===== src/design/bfdc_pkg.sv =====
// ----------------------------------------------------------------------------
// bfdc_pkg: shared types and constants for the box/frustum/distance culler
// Word formats, configuration register indexes and the distance-class tables.
// ----------------------------------------------------------------------------
`default_nettype none

package bfdc_pkg;

    // Field and register widths
    localparam int FIELD_W    = 20;   // signed Q15.4 coordinate fields
    localparam int COEF_W     = 14;   // signed Q1.12 plane normal terms
    localparam int PLANE_W    = 62;
    localparam int CAMERA_W   = 60;
    localparam int RANGE_W    = 9;    // unsigned Q1.8 range factor
    localparam int CLASS_W    = 2;
    localparam int MASK_W     = 6;
    localparam int MAX_PLANES = 6;
    localparam int D_SHIFT    = 12;   // d is Q.4, products are Q.16

    // Configuration port
    localparam int CFG_IDX_W  = 3;
    localparam int CFG_DATA_W = PLANE_W;

    localparam logic [CFG_IDX_W-1:0] CFG_PLANE_BASE = 3'd0;
    localparam logic [CFG_IDX_W-1:0] CFG_CAMERA     = 3'd6;
    localparam logic [CFG_IDX_W-1:0] CFG_RANGE      = 3'd7;

    localparam logic [RANGE_W-1:0] RANGE_RESET = 9'd256;

    // Default parameter values
    localparam int PLANE_COUNT_DEF = 6;
    localparam int COORD_WIDTH_DEF = 20;
    localparam int QUEUE_DEPTH_DEF = 2;

    // Distance-class tables, whole units
    localparam int DIST_W = 9;
    localparam logic [DIST_W-1:0] DIST_MIN [4] = '{9'd100, 9'd70, 9'd40, 9'd128};
    localparam logic [DIST_W-1:0] DIST_MAX [4] = '{9'd400, 9'd200, 9'd70, 9'd400};

    // Distance arithmetic widths
    localparam int SQ_W  = 2 * FIELD_W;        // one squared axis delta
    localparam int D2_W  = SQ_W + 2;           // sum of three squares
    localparam int N_W   = 18;                 // min*256 + factor*span
    localparam int NN_W  = 2 * N_W;
    localparam int CMP_W = SQ_W + 8;           // d2 * 256 below 2^40 case

    // Input word
    typedef struct packed {
        logic signed [FIELD_W-1:0] corner_x;
        logic signed [FIELD_W-1:0] corner_y;
        logic signed [FIELD_W-1:0] corner_z;
        logic signed [FIELD_W-1:0] object_x;
        logic signed [FIELD_W-1:0] object_y;
        logic signed [FIELD_W-1:0] object_z;
        logic [CLASS_W-1:0]        distance_class;
        logic                      last_corner;
    } t_in_word;

    // Result word
    typedef struct packed {
        logic              visible;
        logic              too_far;
        logic [MASK_W-1:0] common_outside_mask;
    } t_out_word;

endpackage

`default_nettype wire


===== src/design/bfdc_front.sv =====
// ----------------------------------------------------------------------------
// bfdc_front: input stage
// Accepts corner words, narrows coordinates to COORD_WIDTH, forms the
// camera-to-object axis deltas and packs a task entry for the queue.
// ----------------------------------------------------------------------------
`default_nettype none

module bfdc_front #(
    parameter int COORD_WIDTH = bfdc_pkg::COORD_WIDTH_DEF,
    parameter int ENTRY_W     = 3 * COORD_WIDTH + 3 * bfdc_pkg::FIELD_W + 4
) (
    input  wire                                   i_clk,
    input  wire                                   i_rst_n,
    input  wire                                   i_in_valid,
    output logic                                  o_in_ready,
    input  wire  bfdc_pkg::t_in_word              i_in_word,
    input  wire  [bfdc_pkg::CAMERA_W-1:0]         i_camera,
    output logic                                  o_push_valid,
    input  wire                                   i_push_ready,
    output logic [ENTRY_W-1:0]                    o_push_data
);

    localparam int FW = bfdc_pkg::FIELD_W;
    localparam int MW = (COORD_WIDTH > FW) ? COORD_WIDTH : FW;

    // Low COORD_WIDTH bits of a field, two's complement
    function automatic logic signed [COORD_WIDTH-1:0] f_coord(input logic [FW-1:0] v);
        logic signed [MW-1:0] t;
        t = $signed(MW'(v) << (MW - COORD_WIDTH));
        f_coord = COORD_WIDTH'(t >>> (MW - COORD_WIDTH));
    endfunction

    // |camera - object| on one axis; big when it reaches 2^20
    function automatic logic [FW:0] f_delta(input logic [FW-1:0] cam,
                                            input logic signed [COORD_WIDTH-1:0] obj);
        logic signed [MW:0] diff;
        logic [MW:0]        mag;
        diff = (MW+1)'($signed(cam)) - (MW+1)'(obj);
        mag  = diff[MW] ? (MW+1)'(-diff) : (MW+1)'(diff);
        f_delta = {|mag[MW:FW], mag[FW-1:0]};
    endfunction

    logic                      r_valid;
    logic [ENTRY_W-1:0]        r_entry;
    logic [ENTRY_W-1:0]        n_entry;
    logic [FW:0]               dlt_x, dlt_y, dlt_z;
    logic                      accept;

    assign o_in_ready   = !r_valid || i_push_ready;
    assign accept       = i_in_valid && o_in_ready;
    assign o_push_valid = r_valid;
    assign o_push_data  = r_entry;

    // Classify: axis deltas and range flag
    always_comb begin
        dlt_x = f_delta(i_camera[FW-1:0],      f_coord(i_in_word.object_x));
        dlt_y = f_delta(i_camera[2*FW-1:FW],   f_coord(i_in_word.object_y));
        dlt_z = f_delta(i_camera[3*FW-1:2*FW], f_coord(i_in_word.object_z));
        n_entry = {i_in_word.last_corner,
                   i_in_word.distance_class,
                   dlt_x[FW] | dlt_y[FW] | dlt_z[FW],
                   dlt_z[FW-1:0], dlt_y[FW-1:0], dlt_x[FW-1:0],
                   f_coord(i_in_word.corner_z),
                   f_coord(i_in_word.corner_y),
                   f_coord(i_in_word.corner_x)};
    end

    // Holding register
    always_ff @(posedge i_clk) begin
        if (!i_rst_n) begin
            r_valid <= 1'b0;
        end else if (accept) begin
            r_valid <= 1'b1;
        end else if (i_push_ready) begin
            r_valid <= 1'b0;
        end
    end

    always_ff @(posedge i_clk) begin
        if (accept) begin
            r_entry <= n_entry;
        end
    end

endmodule

`default_nettype wire


===== config.mk =====
export PLATFORM = sky130hd
export DESIGN_NAME = bfdc_front
export DESIGN_NICKNAME = d
export VERILOG_FILES = /design/src/design/bfdc_pkg.sv /design/src/design/bfdc_front.sv
export SDC_FILE = /design/constraint.sdc
export NUM_CORES = 1
export LEC_CHECK = 0
export BUFFER_PORTS_ARGS = -buffer_cell sky130_fd_sc_hd__buf_2
export CAP_MARGIN = 20
export CORE_MARGIN = 2
export CORE_UTILIZATION = 46
export DETAILED_ROUTE_END_ITERATION = 10
export PLACE_DENSITY = 0.75
export SKIP_LAST_GASP = 1
export SYNTH_ARGS = -nofsm -noshare
export SYNTH_HDL_FRONTEND = slang
export SYNTH_SLANG_ARGS = --single-unit

===== constraint.sdc =====
create_clock -name i_clk -period 3.95 [get_ports i_clk]
set_input_delay 0.395 -clock i_clk [delete_from_list [all_inputs] [get_ports i_clk]]
set_output_delay 0.395 -clock i_clk [all_outputs]
set_load 0.01 [all_outputs]

Word level (Yosys, flattened, before mapping)
Index checks and enable logic that the tools add are counted.
{"block": "word_totals", "word_cells": 19, "inputBits": 187, "out_inout_bits": 126, "reg_bits": 125}
{"block": "classes", "addsub": 6, "bitwise": 2, "n_reduce_logical": 4, "mux": 5}
{"operator": "21-bit 2-to-1 mux", "count": 3}
{"operator": "21-bit negator", "count": 3}
{"operator": "20-bit by 20-bit subtractor with 21-bit output", "count": 3}
{"operator": "1-bit 2-to-1 mux", "count": 2}
{"operator": "1-bit bitwise OR", "count": 2}
{"operator": "2-bit nonzero test", "count": 1}
{"operator": "1-bit logical AND", "count": 1}
{"operator": "1-bit logical NOT", "count": 1}
{"operator": "1-bit logical OR", "count": 1}

Longest topological paths before layout
{"block": "depth", "depth_word": 5, "mapped_depth": 14, "depth_no_buf": 13}

Least setup slack after synthesis
No wires, ideal clock.
{"block": "synth_timing", "path_kind": "input-to-reg", "start": "in i_push_ready", "end": "reg r_entry[0] (netlist: o_push_data[0]) (enable)", "setup_time_ns": 0.498, "setup_slack_ns": -0.007, "required_ns": 3.452, "path_stages": 2, "t_arrival_ns": 3.459, "n_path_buf": 0, "cell_sequence": "nand2b_1 and2_1"}
{"block": "synth_via", "elab_chain_len": 2}
{"item": "start, declared", "line": "bfdc_front.sv:19", "rtl": "input wire i_push_ready,"}
{"item": "1-bit logical OR", "line": "bfdc_front.sv:49", "rtl": "assign o_in_ready = !r_valid || i_push_ready;"}
{"item": "1-bit logical AND", "line": "bfdc_front.sv:50", "rtl": "assign accept = i_in_valid && o_in_ready;"}
{"item": "via accept", "line": "bfdc_front.sv:47", "rtl": "logic accept;"}
{"item": "end signal, assigned", "line": "bfdc_front.sv:81", "rtl": "r_entry <= n_entry;"}
{"item": "end, declared", "line": "bfdc_front.sv:44", "rtl": "logic [ENTRY_W-1:0] r_entry;"}
The timed path passes the listed nets, and every way through them passes these cells.
A chain may end at the register's enable or synchronous reset.

Final worst setup path
{"block": "layout_timing", "start": "in i_in_word[23] in the netlist's numbering", "end": "reg r_entry[99] (netlist: o_push_data[99]), data pin"}
{"block": "layout_via", "elab_chain_len": 3}
{"item": "start, declared", "line": "bfdc_front.sv:16", "rtl": "input wire bfdc_pkg::t_in_word i_in_word,"}
{"item": "20-bit by 20-bit subtractor with 21-bit output *", "line": "bfdc_front.sv:38", "rtl": "diff = (MW+1)'($signed(cam)) - (MW+1)'(obj);"}
{"item": "21-bit negator", "line": "bfdc_front.sv:39", "rtl": "mag = diff[MW] ? (MW+1)'(-diff) : (MW+1)'(diff);"}
{"item": "21-bit 2-to-1 mux *", "line": "bfdc_front.sv:39"}
{"item": "via dlt_y[19]", "line": "bfdc_front.sv:46", "rtl": "logic [FW:0] dlt_x, dlt_y, dlt_z;"}
Mark *: on every way through the listed nets, which the timed path passes. The rest lies on a longest branch.

==> key figures <==
Pwr
  – LEAKAGE: 5.00 nW
  – PD cells: 422 nW/um^2
  – Peak supply drop: 0.279 mV

Global route
  – GRT Total Usage: 22.7%
  – Largest net degree at the start of global routing: 96
  – GRT overflow: 0
  – Vias in the first global route: 7234
  – Global-route wire length before repair: 35400 um
  – Initial antenna violation count: 2

Synth
  – Sequential-to-total area share from yosys stat: between 40% and 50%
  – Synth warn: 0
  – Commonest cells post-synth: 124 x edfxtp_1, 86 x inv_1, 65 x a21oi_1
  – Avg Synthesized Cell Area: 10.2 sq um
  – Post-synth EDFFs: 124
  – Post-synthesis cell count: 846
  – Top cells by area, synth: edfxtp_1 43%, ha_1 9.1%, xnor2_1 5.9%
  – Async S/R FF share, synth: 0%
  – Main flop type after synthesis: edfxtp_1
  – Area leader, netlist: edfxtp_1
  – Syn_nets: 1099
  – Cell area after synthesis: 8620 sq um
  – #FFs+latches synth: 125
  – Top-count cell post-synth: edfxtp_1
  – Post-synth cell types: 76
  – Synth top area share: 43.2%

Placed design
  – GP Congestion: approximately 0.92
  – Detailed Place HPWL: roughly 18000 um
  – Pre-CTS setup slack: 0.258 ns
  – IO buf count: roughly 310

Cells and area
  – Register area: between 3000 and 4000 sq um
  – P&R area growth vs syn: 27.7%
  – Share of cells above drive strength 1: 31.5%
  – Final Util: 59.4%
  – Number of nets in the layout: 1412
  – Number of fill cells: 1577
  – Footprint of the multi-input gates: around 4500 sq um

Clocking
  – Clk Latency, worst-skew pair: 0.42 ns
  – CTS Hold Bufs: 0
  – H-Tree Level Count: 4
  – CTS buffer count: 17
  – TritonCTS clock tree: done
  – Longest Clk Path Bufs: 2
  – Post-CTS sizing: 0
  – CTS clk-pin slew, worst paths: 0.06 ns
  – Clock Tree Root: clkbuf_16
  – Number of setup buffers added after CTS: 0
  – Clk sinks: 125

Routing
  – Final wirelength: roughly 23000 um
  – Via/cell ratio: 5.44
  – Pre-antenna DRT Iters: 7
  – Total vias in the final route: 7656
  – Drt wl/cell: 16.5 um
  – Initial detailed-routing violation count: 387
  – Final routed DRC violation total: 0
  – Antenna-violating nets left: 0

STA
  – Worst Tran Pin Value: around 0.75 ns
  – RSZ-0062 raised after global routing: no
  – Clk_skew: 0.0119 ns
  – Slew margin rel.: 49.7%
  – Crit share post-route: 84.9%
  – Final setup vio count: 0
  – Final Hold Viols: 0
  – Setup_tns: 0 ns
  – F_max: a little under 300 MHz
  – Final WS setup: 0.596 ns
  – Min cycle time layout: roughly 3.4 ns
  – Fin. max-slew vios: 0

Hold path
  – Worst Hold Class: in2reg

Run status
  – Status: finished, final reports clean

Critical path
  – Critical path arrival: 3.51 ns
  – Crit path capture type: flip-flop
  – Critical path class: in2reg
  – Crit path required time: 4.11 ns
  – Crit-path max FO: 5
  – Worst setup SP type: input pin

Floorplanning
  – Vert. Die Dim: 141 um
  – Rows: 50
  – Core area: 18500 sq um
  – I/O pin cnt: between 300 and 400
  – Die Wd: 141 um
  – Initial Util: a little under half
  – Die Area: roughly 20000 sq um

Run
  – Max_cap viols: 0
-- worst max-delay path, cell delays in order --
cell	delay, ns
buf_2	0.10
ha_1	0.22
fa_1	0.42
nor2b_1	0.32
o21ai_0	0.15
a21oi_1	0.28
o21bai_1	0.17
xnor2_1	0.21
or3_1	0.49
nor4b_2	0.40
a41oi_1	0.19
xnor2_1	0.17
-- power by group --
part | internal (mW) | switching [mW] | leakage (nW)
logic | 0.583 | 0.809 | 3.54
clock network | 0.877 | 0.642 | 0.259
registers | 1.69 | 0.0469 | 1.21
-- per-stage QoR --
step / hold slack [ns] / instances / power [mW] / instance area [sq um]
3_3_place_gp: 0.525 / 1374 / 3.12 / 10400
4_1_cts: 0.135 / 1406 / 4.66 / 11000
6_report: 0.146 / 1408 / 4.65 / 11000
5_1_grt: 0.133 / 1408 / 4.86 / 11000
3_5_place_dp: 0.535 / 1374 / 3.14 / 10400
2_1_floorplan: 0.494 / 846 / 2.69 / 8620
-- layer usage --
metal | share of wire [%] | wire, um | global-route usage, % | vias to the layer above
li1 | - | - | - | 3759
met1 | 41 | 9420 | 27.0 | 3578
met2 | 50 | 11700 | 40.6 | 282
met3 | 6.8 | 1570 | 4.59 | 37
met4 | 2.3 | 523 | 8.47 | 0
met5 | 0 | 0 | 0 | -
-- kinds of logic after synthesis --
logic type | Yosys count | synth area share, %
adder cells (fa/ha/maj) | 66 | 9.84
flip-flops | 125 | 43.4
XOR/XNOR | 91 | 9.25
multiplexers | 4 | 0.479
buffers and inverters | 109 | 4.78
AND/OR/NAND/NOR | 210 | 13.3
AO/OA/AOI/OAI | 241 | 18.9
-- flip-flops by register name, summed over array words and instances (netlist names) --
name          count
o_push_data     124
o_push_valid      1
-- layout by cell type (no fill, tap or decap), types with 4 or more instances in the layout --
master and count:
o21ai_0 43, xnor2_1 58, and2_1 10, nor3_1 15, o211a_1 6, and3_1 5
a21o_1 23, o21bai_1 6, ha_1 63, buf_2 312, or3_1 10, o31ai_1 7
nand3_1 17, a22oi_1 4, nand4_1 9, clkbuf_16 17, clkinvlp_4 6, a41oi_1 4
edfxtp_1 124, nand2b_1 7, nor2b_1 11, xor2_1 33, o2111ai_1 4, o31a_1 4
nor4_1 7, nor2_1 40, o21a_1 15, a21oi_1 65, a211oi_1 7, inv_1 86
a31oi_1 11, buf_4 4, o211ai_1 8, nand2_1 47, o21ai_1 4
-- path summary, 6_finish.rpt --
| check | endpoint | slack, ns | from | cells after the start |
|---|---|---|---|---|
| min | o_push_data[3] | 0.15 | i_in_word[106] | 1 |
| min reg2reg | o_push_valid | 0.55 | o_push_valid | 2 |
| max reg2reg | o_push_data[122] | 2.19 | o_push_valid | 3 |
| max | o_push_data[99] | 0.60 | i_in_word[23] | 12 |
-- layout make-up --
class | count | share of cell area, %
Tap cell | 234 | 2.66
Inverter | 86 | 2.93
Clock inverter | 14 | 1.25
Sequential cell | 125 | 34.0
Multi-Input combinational cell | 612 | 40.6
Antenna cell | 2 | 0.0455
Timing Repair Buffer | 317 | 14.6
Clock buffer | 18 | 3.90
(Power assumes the default switching activity.)
