[src/design/bfdc_pkg.sv]
// ----------------------------------------------------------------------------
// bfdc_pkg: shared types and constants for the box/frustum/distance culler
// Word formats, configuration register indexes and the distance-class tables.
// ----------------------------------------------------------------------------
`default_nettype none

package bfdc_pkg;

    // Field and register widths
    localparam int FIELD_W    = 20;   // signed Q15.4 coordinate fields
    localparam int COEF_W     = 14;   // signed Q1.12 plane normal terms
    localparam int PLANE_W    = 62;
    localparam int CAMERA_W   = 60;
    localparam int RANGE_W    = 9;    // unsigned Q1.8 range factor
    localparam int CLASS_W    = 2;
    localparam int MASK_W     = 6;
    localparam int MAX_PLANES = 6;
    localparam int D_SHIFT    = 12;   // d is Q.4, products are Q.16

    // Configuration port
    localparam int CFG_IDX_W  = 3;
    localparam int CFG_DATA_W = PLANE_W;

    localparam logic [CFG_IDX_W-1:0] CFG_PLANE_BASE = 3'd0;
    localparam logic [CFG_IDX_W-1:0] CFG_CAMERA     = 3'd6;
    localparam logic [CFG_IDX_W-1:0] CFG_RANGE      = 3'd7;

    localparam logic [RANGE_W-1:0] RANGE_RESET = 9'd256;

    // Default parameter values
    localparam int PLANE_COUNT_DEF = 6;
    localparam int COORD_WIDTH_DEF = 20;
    localparam int QUEUE_DEPTH_DEF = 2;

    // Distance-class tables, whole units
    localparam int DIST_W = 9;
    localparam logic [DIST_W-1:0] DIST_MIN [4] = '{9'd100, 9'd70, 9'd40, 9'd128};
    localparam logic [DIST_W-1:0] DIST_MAX [4] = '{9'd400, 9'd200, 9'd70, 9'd400};

    // Distance arithmetic widths
    localparam int SQ_W  = 2 * FIELD_W;        // one squared axis delta
    localparam int D2_W  = SQ_W + 2;           // sum of three squares
    localparam int N_W   = 18;                 // min*256 + factor*span
    localparam int NN_W  = 2 * N_W;
    localparam int CMP_W = SQ_W + 8;           // d2 * 256 below 2^40 case

    // Input word
    typedef struct packed {
        logic signed [FIELD_W-1:0] corner_x;
        logic signed [FIELD_W-1:0] corner_y;
        logic signed [FIELD_W-1:0] corner_z;
        logic signed [FIELD_W-1:0] object_x;
        logic signed [FIELD_W-1:0] object_y;
        logic signed [FIELD_W-1:0] object_z;
        logic [CLASS_W-1:0]        distance_class;
        logic                      last_corner;
    } t_in_word;

    // Result word
    typedef struct packed {
        logic              visible;
        logic              too_far;
        logic [MASK_W-1:0] common_outside_mask;
    } t_out_word;

endpackage

`default_nettype wire

[src/design/bfdc_queue.sv]
// ----------------------------------------------------------------------------
// bfdc_queue: small FIFO between front and back
// Circular buffer with a fill count; push and pop in the same cycle allowed.
// ----------------------------------------------------------------------------
`default_nettype none

module bfdc_queue #(
    parameter int DATA_W = 64,
    parameter int DEPTH  = bfdc_pkg::QUEUE_DEPTH_DEF
) (
    input  wire                 i_clk,
    input  wire                 i_rst_n,
    input  wire                 i_push_valid,
    output logic                o_push_ready,
    input  wire  [DATA_W-1:0]   i_push_data,
    output logic                o_pop_valid,
    input  wire                 i_pop_ready,
    output logic [DATA_W-1:0]   o_pop_data
);

    localparam int AW = (DEPTH > 1) ? $clog2(DEPTH) : 1;
    localparam int CW = $clog2(DEPTH + 1);

    logic [DATA_W-1:0] r_mem [DEPTH];
    logic [AW-1:0]     r_wp, r_rp;
    logic [CW-1:0]     r_cnt;
    logic              push, pop;

    assign o_push_ready = (r_cnt != CW'(DEPTH));
    assign o_pop_valid  = (r_cnt != '0);
    assign o_pop_data   = r_mem[r_rp];
    assign push         = i_push_valid && o_push_ready;
    assign pop          = o_pop_valid && i_pop_ready;

    // Pointers and fill count
    always_ff @(posedge i_clk) begin
        if (!i_rst_n) begin
            r_wp  <= '0;
            r_rp  <= '0;
            r_cnt <= '0;
        end else begin
            if (push) begin
                r_wp <= (r_wp == AW'(DEPTH - 1)) ? '0 : r_wp + 1'b1;
            end
            if (pop) begin
                r_rp <= (r_rp == AW'(DEPTH - 1)) ? '0 : r_rp + 1'b1;
            end
            if (push && !pop) begin
                r_cnt <= r_cnt + 1'b1;
            end else if (pop && !push) begin
                r_cnt <= r_cnt - 1'b1;
            end
        end
    end

    // Storage
    always_ff @(posedge i_clk) begin
        if (push) begin
            r_mem[r_wp] <= i_push_data;
        end
    end

endmodule

`default_nettype wire

[config.mk]
export PLATFORM = sky130hd
export DESIGN_NAME = bfdc_queue
export DESIGN_NICKNAME = d
export VERILOG_FILES = /design/src/design/bfdc_pkg.sv /design/src/design/bfdc_queue.sv
export SDC_FILE = /design/constraint.sdc
export NUM_CORES = 1
export LEC_CHECK = 0
export BUFFER_PORTS_ARGS = -buffer_cell sky130_fd_sc_hd__buf_2
export CORE_MARGIN = 4
export CORE_UTILIZATION = 40
export DETAILED_ROUTE_END_ITERATION = 8
export PLACE_DENSITY = 0.67
export SLEW_MARGIN = 20
export SYNTH_ARGS = -nofsm -noshare
export SYNTH_HDL_FRONTEND = slang
export SYNTH_SLANG_ARGS = --single-unit
[constraint.sdc]
create_clock -name i_clk -period 3.1 [get_ports i_clk]
set_input_delay 0.155 -clock i_clk [delete_from_list [all_inputs] [get_ports i_clk]]
set_output_delay 0.155 -clock i_clk [all_outputs]
set_load 0.01 [all_outputs]
# == Word-level counts from Yosys, hierarchy flattened ==
# Memories as Yosys holds them, arrays and structs flattened. A register that Yosys moved wholly into a read port is not among the register bits.
# Index checks and enable logic that the tools add are counted.
# word_totals
reg_bits,4
ramBits,128
mem_count,1
output_inout_bits,66
elab_cells,25
rom_bits,0
latchBits,0
# memory_table
memory,words,width,rd,rd_ports_with_merged_regs,wr,line_no,text
r_mem,2,64,1,1,1,bfdc_queue.sv:24,logic [DATA_W-1:0] r_mem [DEPTH];
# classes
n_mux,8
n_reduce_logical,8
bitwise,0
order_cmp,0
eq_ne,1
div_mod_pow,0
n_shift,0
add_sub_neg,4
mul,0
# ops
cell,count
1-bit two-way mux,6
1-bit logical AND,4
2-bit two-way mux,2
2-bit nonzero test,2
1-bit adder (second input constant),2
2-bit by 1-bit adder with 2-bit output (second input constant),1
1-bit zero test,2
2-bit != test (second input constant),1
2-bit by 1-bit subtractor with 2-bit output (second input constant),1

# == Depth between registers and ports, before layout ==
# Gate-level depths: netlist (run 1).
# logic_depth
word_depth,6
depth_mapped,6
mapped_depth_nobuf,6

# == Least setup slack after synthesis (run 1) ==
# Ideal clock, no wire load.
# synth_timing
path_kind,register -> register
from,register r_cnt[0]
to,memory r_mem[1][0] (enable)
period_less_slack_ps,2557
path_buffers,0
arrival_ps,2128
required_time_ps,2671
path_stages_with_launch,3
setup_time_ps,429
slack_ps,543
cell_sequence,dfxtp_1 nand2b_4 and3_1
# synth_between
elab_chain_len,4
# synth_rtl
element,line_no,text
"start, declared",bfdc_queue.sv:26,logic [CW-1:0] r_cnt;
"start signal, assigned",bfdc_queue.sv:49,r_cnt <= r_cnt + 1'b1;
"start signal, assigned",bfdc_queue.sv:51,r_cnt <= r_cnt - 1'b1;
2-bit != test,bfdc_queue.sv:29,assign o_push_ready = (r_cnt != CW'(DEPTH));
net o_push_ready,bfdc_queue.sv:14,"output logic o_push_ready,"
1-bit logical AND,bfdc_queue.sv:32,assign push = i_push_valid && o_push_ready;
1-bit two-way mux,bfdc_queue.sv:58,if (push) begin
1-bit two-way mux (not written as such),bfdc_queue.sv:59,r_mem[r_wp] <= i_push_data;
"end, declared",bfdc_queue.sv:24,
# The timed path passes the listed nets, and every way through them passes these cells.

==> results of run 1 <==
-- report_power, final --
group	internal (uW)	leakage, uW	switching (uW)	total, uW
Sequential	2250	0.00124	103	2350
Combinational	627	0.00113	599	1230
Clock	1330	0.000298	652	1980
Total	4210	0.00266	1350	5560
-- Yosys cell counts --
library cell  instances  area share
edfxtp_1            128        0.79
mux2_2               64        0.15
buf_4                 6      0.0093
dfxtp_1               5       0.021
and2_1                4      0.0052
xnor2_1               2      0.0036
a21bo_2               1      0.0021
a21boi_0              1      0.0015
a21boi_1              1      0.0015
and3_1                1      0.0013
buf_2                 1      0.0010
ha_1                  1      0.0026
inv_1                 1     0.00077
nand2b_4              1      0.0028
nand3b_1              1      0.0015
o21ai_0               1      0.0010
o21ai_1               1      0.0010
or2_2                 1      0.0013
or3_1                 1      0.0013
xor2_1                1      0.0018
-- flip-flops by register name, summed over array words and instances (netlist names), named ones only --
signal  flops
r_cnt       2
r_wp        1
r_rp        1
r_mem     128
-- final cells by class --
class                      instances  share of cell area
tap                              143              0.0256
clock buffer                      29              0.0774
inverter                           1            0.000538
multi-input combinational         82               0.123
sequential                       133               0.565
timing repair buffer             204               0.199
clock inverter                     3             0.00932
-- worst max-delay path by stage --
stage	startpoint	endpoint	slack (ns)	depth (start not counted)
global route	flip-flop	o_pop_data[54]	0.73	3
floorplan	r_cnt[0]	r_mem[1][0]	0.54	2
global placement	flip-flop	o_pop_data[21]	1.26	3
finish	flip-flop	o_pop_data[1]	0.86	3
detailed placement	r_cnt[0]	r_mem[1][2]	1.24	3
CTS	flip-flop	o_pop_data[1]	0.80	3
-- logic make-up after synthesis --
family | after synthesis | synth area share
muxes | 64 | 0.148
buffers and inverters | 8 | 0.0111
and+or+nand+nor | 9 | 0.0134
DFF | 133 | 0.812
adders and majority gates | 1 | 0.00258
AOI/OAI and AO/OA | 5 | 0.00721
xor gates and xnor gates | 3 | 0.00541
-- layer usage --
layer	GRT usage	vias up	wire length [um]
li1	-	1320	-
met1	0.164	1331	3870
met2	0.229	93	4650
met3	0.0616	19	695
met4	0.0659	0	208
met5	0	-	0
-- what timing repair did --
action | 4_1_cts | 5_1_grt
hold buffers | 65 | 0
buffers inserted | 0 | 0
hold endpoints to repair | 131 | 0
-- per-stage QoR --
| stage | hold slack, ns | std cells | worst slack, ns | power (uW) | cell area [um2] |
|---|---|---|---|---|---|
| 6_report | 0.0991 | 595 | 0.865 | 5560 | 6980 |
| 2_1_floorplan | 0.254 | 223 | 0.543 | 3120 | 4860 |
| 3_5_place_dp | 0.346 | 498 | 1.24 | 3570 | 5720 |
| 4_1_cts | 0.0629 | 595 | 0.799 | 5640 | 6980 |
| 3_3_place_gp | 0.342 | 498 | 1.26 | 3550 | 5720 |
| 5_1_grt | 0.0861 | 595 | 0.730 | 5830 | 6980 |
-- worst max-delay path: stages, from the launching register on --
cell     delay, ns
dfxtp_2       0.71
buf_4         0.43
mux2_2        0.39
buf_2         0.14
==> flow_summary_export.csv, run 1 <==
group,metric,value,unit
clock_network,cts_resized,0,
timing,grt_setup_unrepaired,"false",
final_layout,syn2layout_area_growth,43.7,%
critical_path,crit_fanout,25,
drt,drt_iter0_markers,87,
timing,final_hold_viol_count,0,
critical_path,worstSetupPathType,"reg2out",
final_layout,antennaDiodeCount,0,
die,io-pin-count,134,
final_layout,register_area,3950,um2
logic_synthesis,synth_seq_cells,133,
min_path,hp-class,"in2reg",
die,die_y,118,um
grt,overflow,0,
logic_synthesis,synth_cells,223,
grt,grt_pass1_wl,15100,um
min_path,hp-start,"i_push_valid",
final_layout,final_common_cell,"buf_2",
logic_synthesis,syn_nets,292,
power,cellLeakagePower,0.00266,uW
final_layout,most-common-layout-cells,"buf_2 (133), edfxtp_1 (128), dlygate4sd3_1 (65), mux2_2 (64), clkbuf_16 (17)",
logic_synthesis,yosysWarnings,0,
clock_network,insertion_delay,0.41,ns
clock_network,numCtsBuffers,17,
power,power_density,797,nW/um2
final_layout,multiInputGateArea,861,um2
final_layout,n_fill_cell,880,
clock_network,cts.clk_slew.worst_paths,0.05,ns
timing,finalClockSkew,0.00632,ns
logic_synthesis,syn_area,4860,um2
critical_path,r2r-end,"r_mem[1][47]",
timing,fmax,447,MHz
grt,grt_pass1_vias,3035,
timing,setup_violations,0,
drt,avgRoutedWirePerCell,15.8,um
die,initial_utilization,0.416,
grt,antenna_found_initial,0,
drt,wirelength,9420,um
final_layout,final_util,0.599,
placement,dp_hpwl,5870,um
timing,timing.final.crit_period,2.24,ns
run,max_cap_violations,0,
power,irDropWorstVdd,0.463,mV
critical_path,crit_path_start_kind,"flip-flop",
min_path,hold_end,"r_wp",
critical_path,end_kind,"output pin",
critical_path,crit_required,2.94,ns
clock_network,clk_path_buf_depth,2,
critical_path,critPathArrivalTime,2.08,ns
timing,max_slew_margin,0.597,
logic_synthesis,avgSynthCellArea,21.8,um2
timing,drv_slew,0,
grt,grt_max_degree,29,
drt,route.detailed.drc,0,
die,core_area,11700,um2
clock_network,cts_max_level,4,
clock_network,tritoncts,"done",
drt,antenna_left,0,
final_layout,fin_nets,508,
critical_path,r2r_start,"r_cnt[0]",
placement,io_buffers,133,
die,die_w,118,um
die,dieArea,14000,um2
die,rows,39,
status,outcome,"finished, final reports clean",
critical_path,reg2reg_depth,3,
clock_network,root_buffer,"clkbuf_16",
drt,firstDrtPassIters,4,
min_path,hold_path_depth,3,
logic_synthesis,yosysUniqueCellTypes,20,
clock_network,clock_sinks,133,
drt,avgViaCountPerCell,4.64,
placement,place.gp.congestion,0.676,
timing,tightestPinTransition,0.604,ns
timing,period_share,0.721,
drt,vias,2763,
critical_path,reg2reg_slack,1.27,ns
final_layout,drive_above_1_share,0.522,
timing,finalSetupTns,0,ns
grt,grtUsageTotal,0.142,
logic_synthesis,yosysSeqAreaShare,0.812,
(Power assumes the default switching activity.)
==> run 2, diff against run 1 <==
--- a/config.mk
+++ b/config.mk
@@ -9,7 +9,7 @@
 export CORE_MARGIN = 4
 export CORE_UTILIZATION = 40
 export DETAILED_ROUTE_END_ITERATION = 8
-export PLACE_DENSITY = 0.67
+export PLACE_DENSITY = 0.69
 export SLEW_MARGIN = 20
 export SYNTH_ARGS = -nofsm -noshare
 export SYNTH_HDL_FRONTEND = slang
==> constraint.sdc (replaced) <==
create_clock -name i_clk -period 1.8 [get_ports i_clk]
set_input_delay 0.09 -clock i_clk [delete_from_list [all_inputs] [get_ports i_clk]]
set_output_delay 0.09 -clock i_clk [all_outputs]
set_load 0.01 [all_outputs]
==> run 2 against run 1 <==
Net effect:
- clock power is 51% higher
- count of clock-buffer cells in the layout decreased by 3
- sequential share of layout area rose by 0.26 points
- sequential power up 70%
- worst hold slack gained 0.070 ns
- final area down 0.43%
- critical path depth is the same
- global-route usage grew 0.37 points
- via count rose by 0.14%
- largest power group unchanged
==> flow_summary_export.csv, run 2 (same netlist as run 1, synthesis figures left out) <==
group,metric,value,unit
clock_network,root_buffer,"clkbuf_16",
timing,finalClockSkew,0.00652,ns
min_path,hold_path_depth,4,
drt,route.detailed.drc,0,
timing,fmax,604,MHz
final_layout,reg.largest.list,"r_mem (128), r_cnt (2)",
critical_path,worstSetupPathType,"reg2out",
clock_network,insertion_delay,0.41,ns
critical_path,end_kind,"output pin",
critical_path,crit_path_cell_trace,"buf_6, mux2_2, buf_2",
critical_path,crit_path_start_kind,"flip-flop",
power,irDropWorstVdd,0.764,mV
status,outcome,"finished, final reports clean",
grt,antenna_found_initial,0,
timing,grt_setup_unrepaired,"false",
critical_path,critical_path_buf_inv_count,2,
run,max_cap_violations,0,
clock_network,clock_sinks,133,
power,power_density,1330,nW/um2
final_layout,drive_above_1_share,0.521,
grt,grt_pass1_wl,15600,um
drt,avgRoutedWirePerCell,16.0,um
placement,place_area,5770,um2
final_layout,antennaDiodeCount,0,
final_layout,final_common_cell,"buf_2",
critical_path,crit_fanout,27,
timing,drv_slew,0,
drt,antenna_left,0,
timing,max_slew_margin,0.828,
drt,firstDrtPassIters,4,
die,rows,39,
clock_network,numCtsBuffers,17,
drt,avgViaCountPerCell,4.64,
critical_path,path_depth,3,
critical_path,crit_slowest_cell,"mux2_2",
final_layout,fin_nets,509,
grt,overflow,0,
drt,vias,2767,
power,totalPowerFinal,9220,uW
drt,wirelength,9520,um
clock_network,cts.clk_slew.worst_paths,0.05,ns
power,cellLeakagePower,0.00264,uW
final_layout,regMostFlops,"r_mem",
critical_path,reg2reg_slack,0.22,ns
final_layout,final_cell_count_no_fill,596,
placement,dp.cells,498,
timing,tightestPinTransition,0.259,ns
placement,io_buffers,133,
final_layout,syn2layout_area_growth,43.1,%
final_layout,final_cell_area,6950,um2
critical_path,crit_required,1.71,ns
critical_path,cpLargestDelayFamily,"buffers and inverters",
grt,grtUsageTotal,0.146,
die,dieArea,14000,um2
final_layout,final_util,0.596,
final_layout,n_fill_cell,884,
min_path,hp-start,"i_pop_ready",
die,io-pin-count,134,
grt,grt_pass1_vias,3168,
die,die_w,118,um
clock_network,cts_max_level,4,
drt,drt_iter0_markers,80,
critical_path,r2r_start,"r_cnt[1]",
final_layout,register_area,3950,um2
clock_network,tritoncts,"done",
grt,grt_max_degree,38,
die,core_area,11700,um2
timing,period_share,0.920,
timing,hold_ws,0.169,ns
die,die_y,118,um
critical_path,critPathArrivalTime,1.57,ns
timing,timing.final.crit_period,1.66,ns
min_path,hp-class,"in2reg",
clock_network,clk_path_buf_depth,2,
die,initial_utilization,0.416,
critical_path,max_stage_delay,0.38,ns
timing,setup_violations,0,
placement,dp_hpwl,5760,um
placement,place.gp.congestion,0.758,
final_layout,most-common-layout-cells,"buf_2 (133), edfxtp_1 (128), dlygate4sd3_1 (66), mux2_2 (64), clkbuf_16 (17)",
critical_path,reg2reg_depth,5,
critical_path,r2r-end,"r_cnt[1]",
final_layout,multiInputGateArea,861,um2
timing,final_hold_viol_count,0,
clock_network,cts_setup_buffers,0,
min_path,hold_end,"r_rp",
final_layout,largest_reg_flops,128,
## run 2: metal layers
metal / vias up / part of all wire / GRT usage
met5: - / 0 / 0
met4: 0 / 0.016 / 0.0593
met3: 17 / 0.076 / 0.0716
met2: 102 / 0.50 / 0.244
met1: 1334 / 0.40 / 0.158
li1: 1314 / - / -
## run 2: power breakdown
group / internal, uW / switching [uW] / leakage (uW)
Clock: 1850 / 1140 / 0.000262
Combinational: 1130 / 1100 / 0.00114
Sequential: 3870 / 117 / 0.00124
## run 2: what timing repair did
| action | in CTS | in global routing |
|---|---|---|
| endpoints found under the setup margin | 0 | 27 |
| resized for setup | 0 | 1 |
| endpoints found under the hold margin | 133 | 0 |
| hold buffers | 66 | 0 |
## run 2: worst max-delay path by stage
stage	end	slack, ns
2_1_floorplan	r_mem[0][0]	-0.16
3_3_place_gp	r_cnt[1]	0.31
3_5_place_dp	r_cnt[1]	0.25
4_1_cts	o_pop_data[59]	0.01
5_1_grt	o_pop_data[59]	0.06
6_report	o_pop_data[54]	0.14
## run 2: worst reg2reg max path, delay by kind of cell (launching register included)
family / cells / cell delay [ns]
AOI/OAI and AO/OA: 1 / 0.15
adders and majority gates: 1 / 0.33
and+or+nand+nor: 3 / 0.61
DFF: 1 / 0.43
## run 2: cell type report
| cell class | instances | share of cell area |
|---|---|---|
| Tap cell | 143 | 0.0257 |
| Clock inverter | 6 | 0.00432 |
| Inverter | 1 | 0.00108 |
| Multi-Input combinational cell | 82 | 0.124 |
| Sequential cell | 133 | 0.568 |
| Clock buffer | 26 | 0.0704 |
| Timing Repair Buffer | 205 | 0.207 |
## run 2: per-stage QoR
step           setup slack [ns]  setup TNS, ns
6_report                  0.143              0
5_1_grt                  0.0559              0
4_1_cts                  0.0141              0
3_5_place_dp              0.253              0
3_3_place_gp              0.309              0
2_1_floorplan            -0.156          -9.96
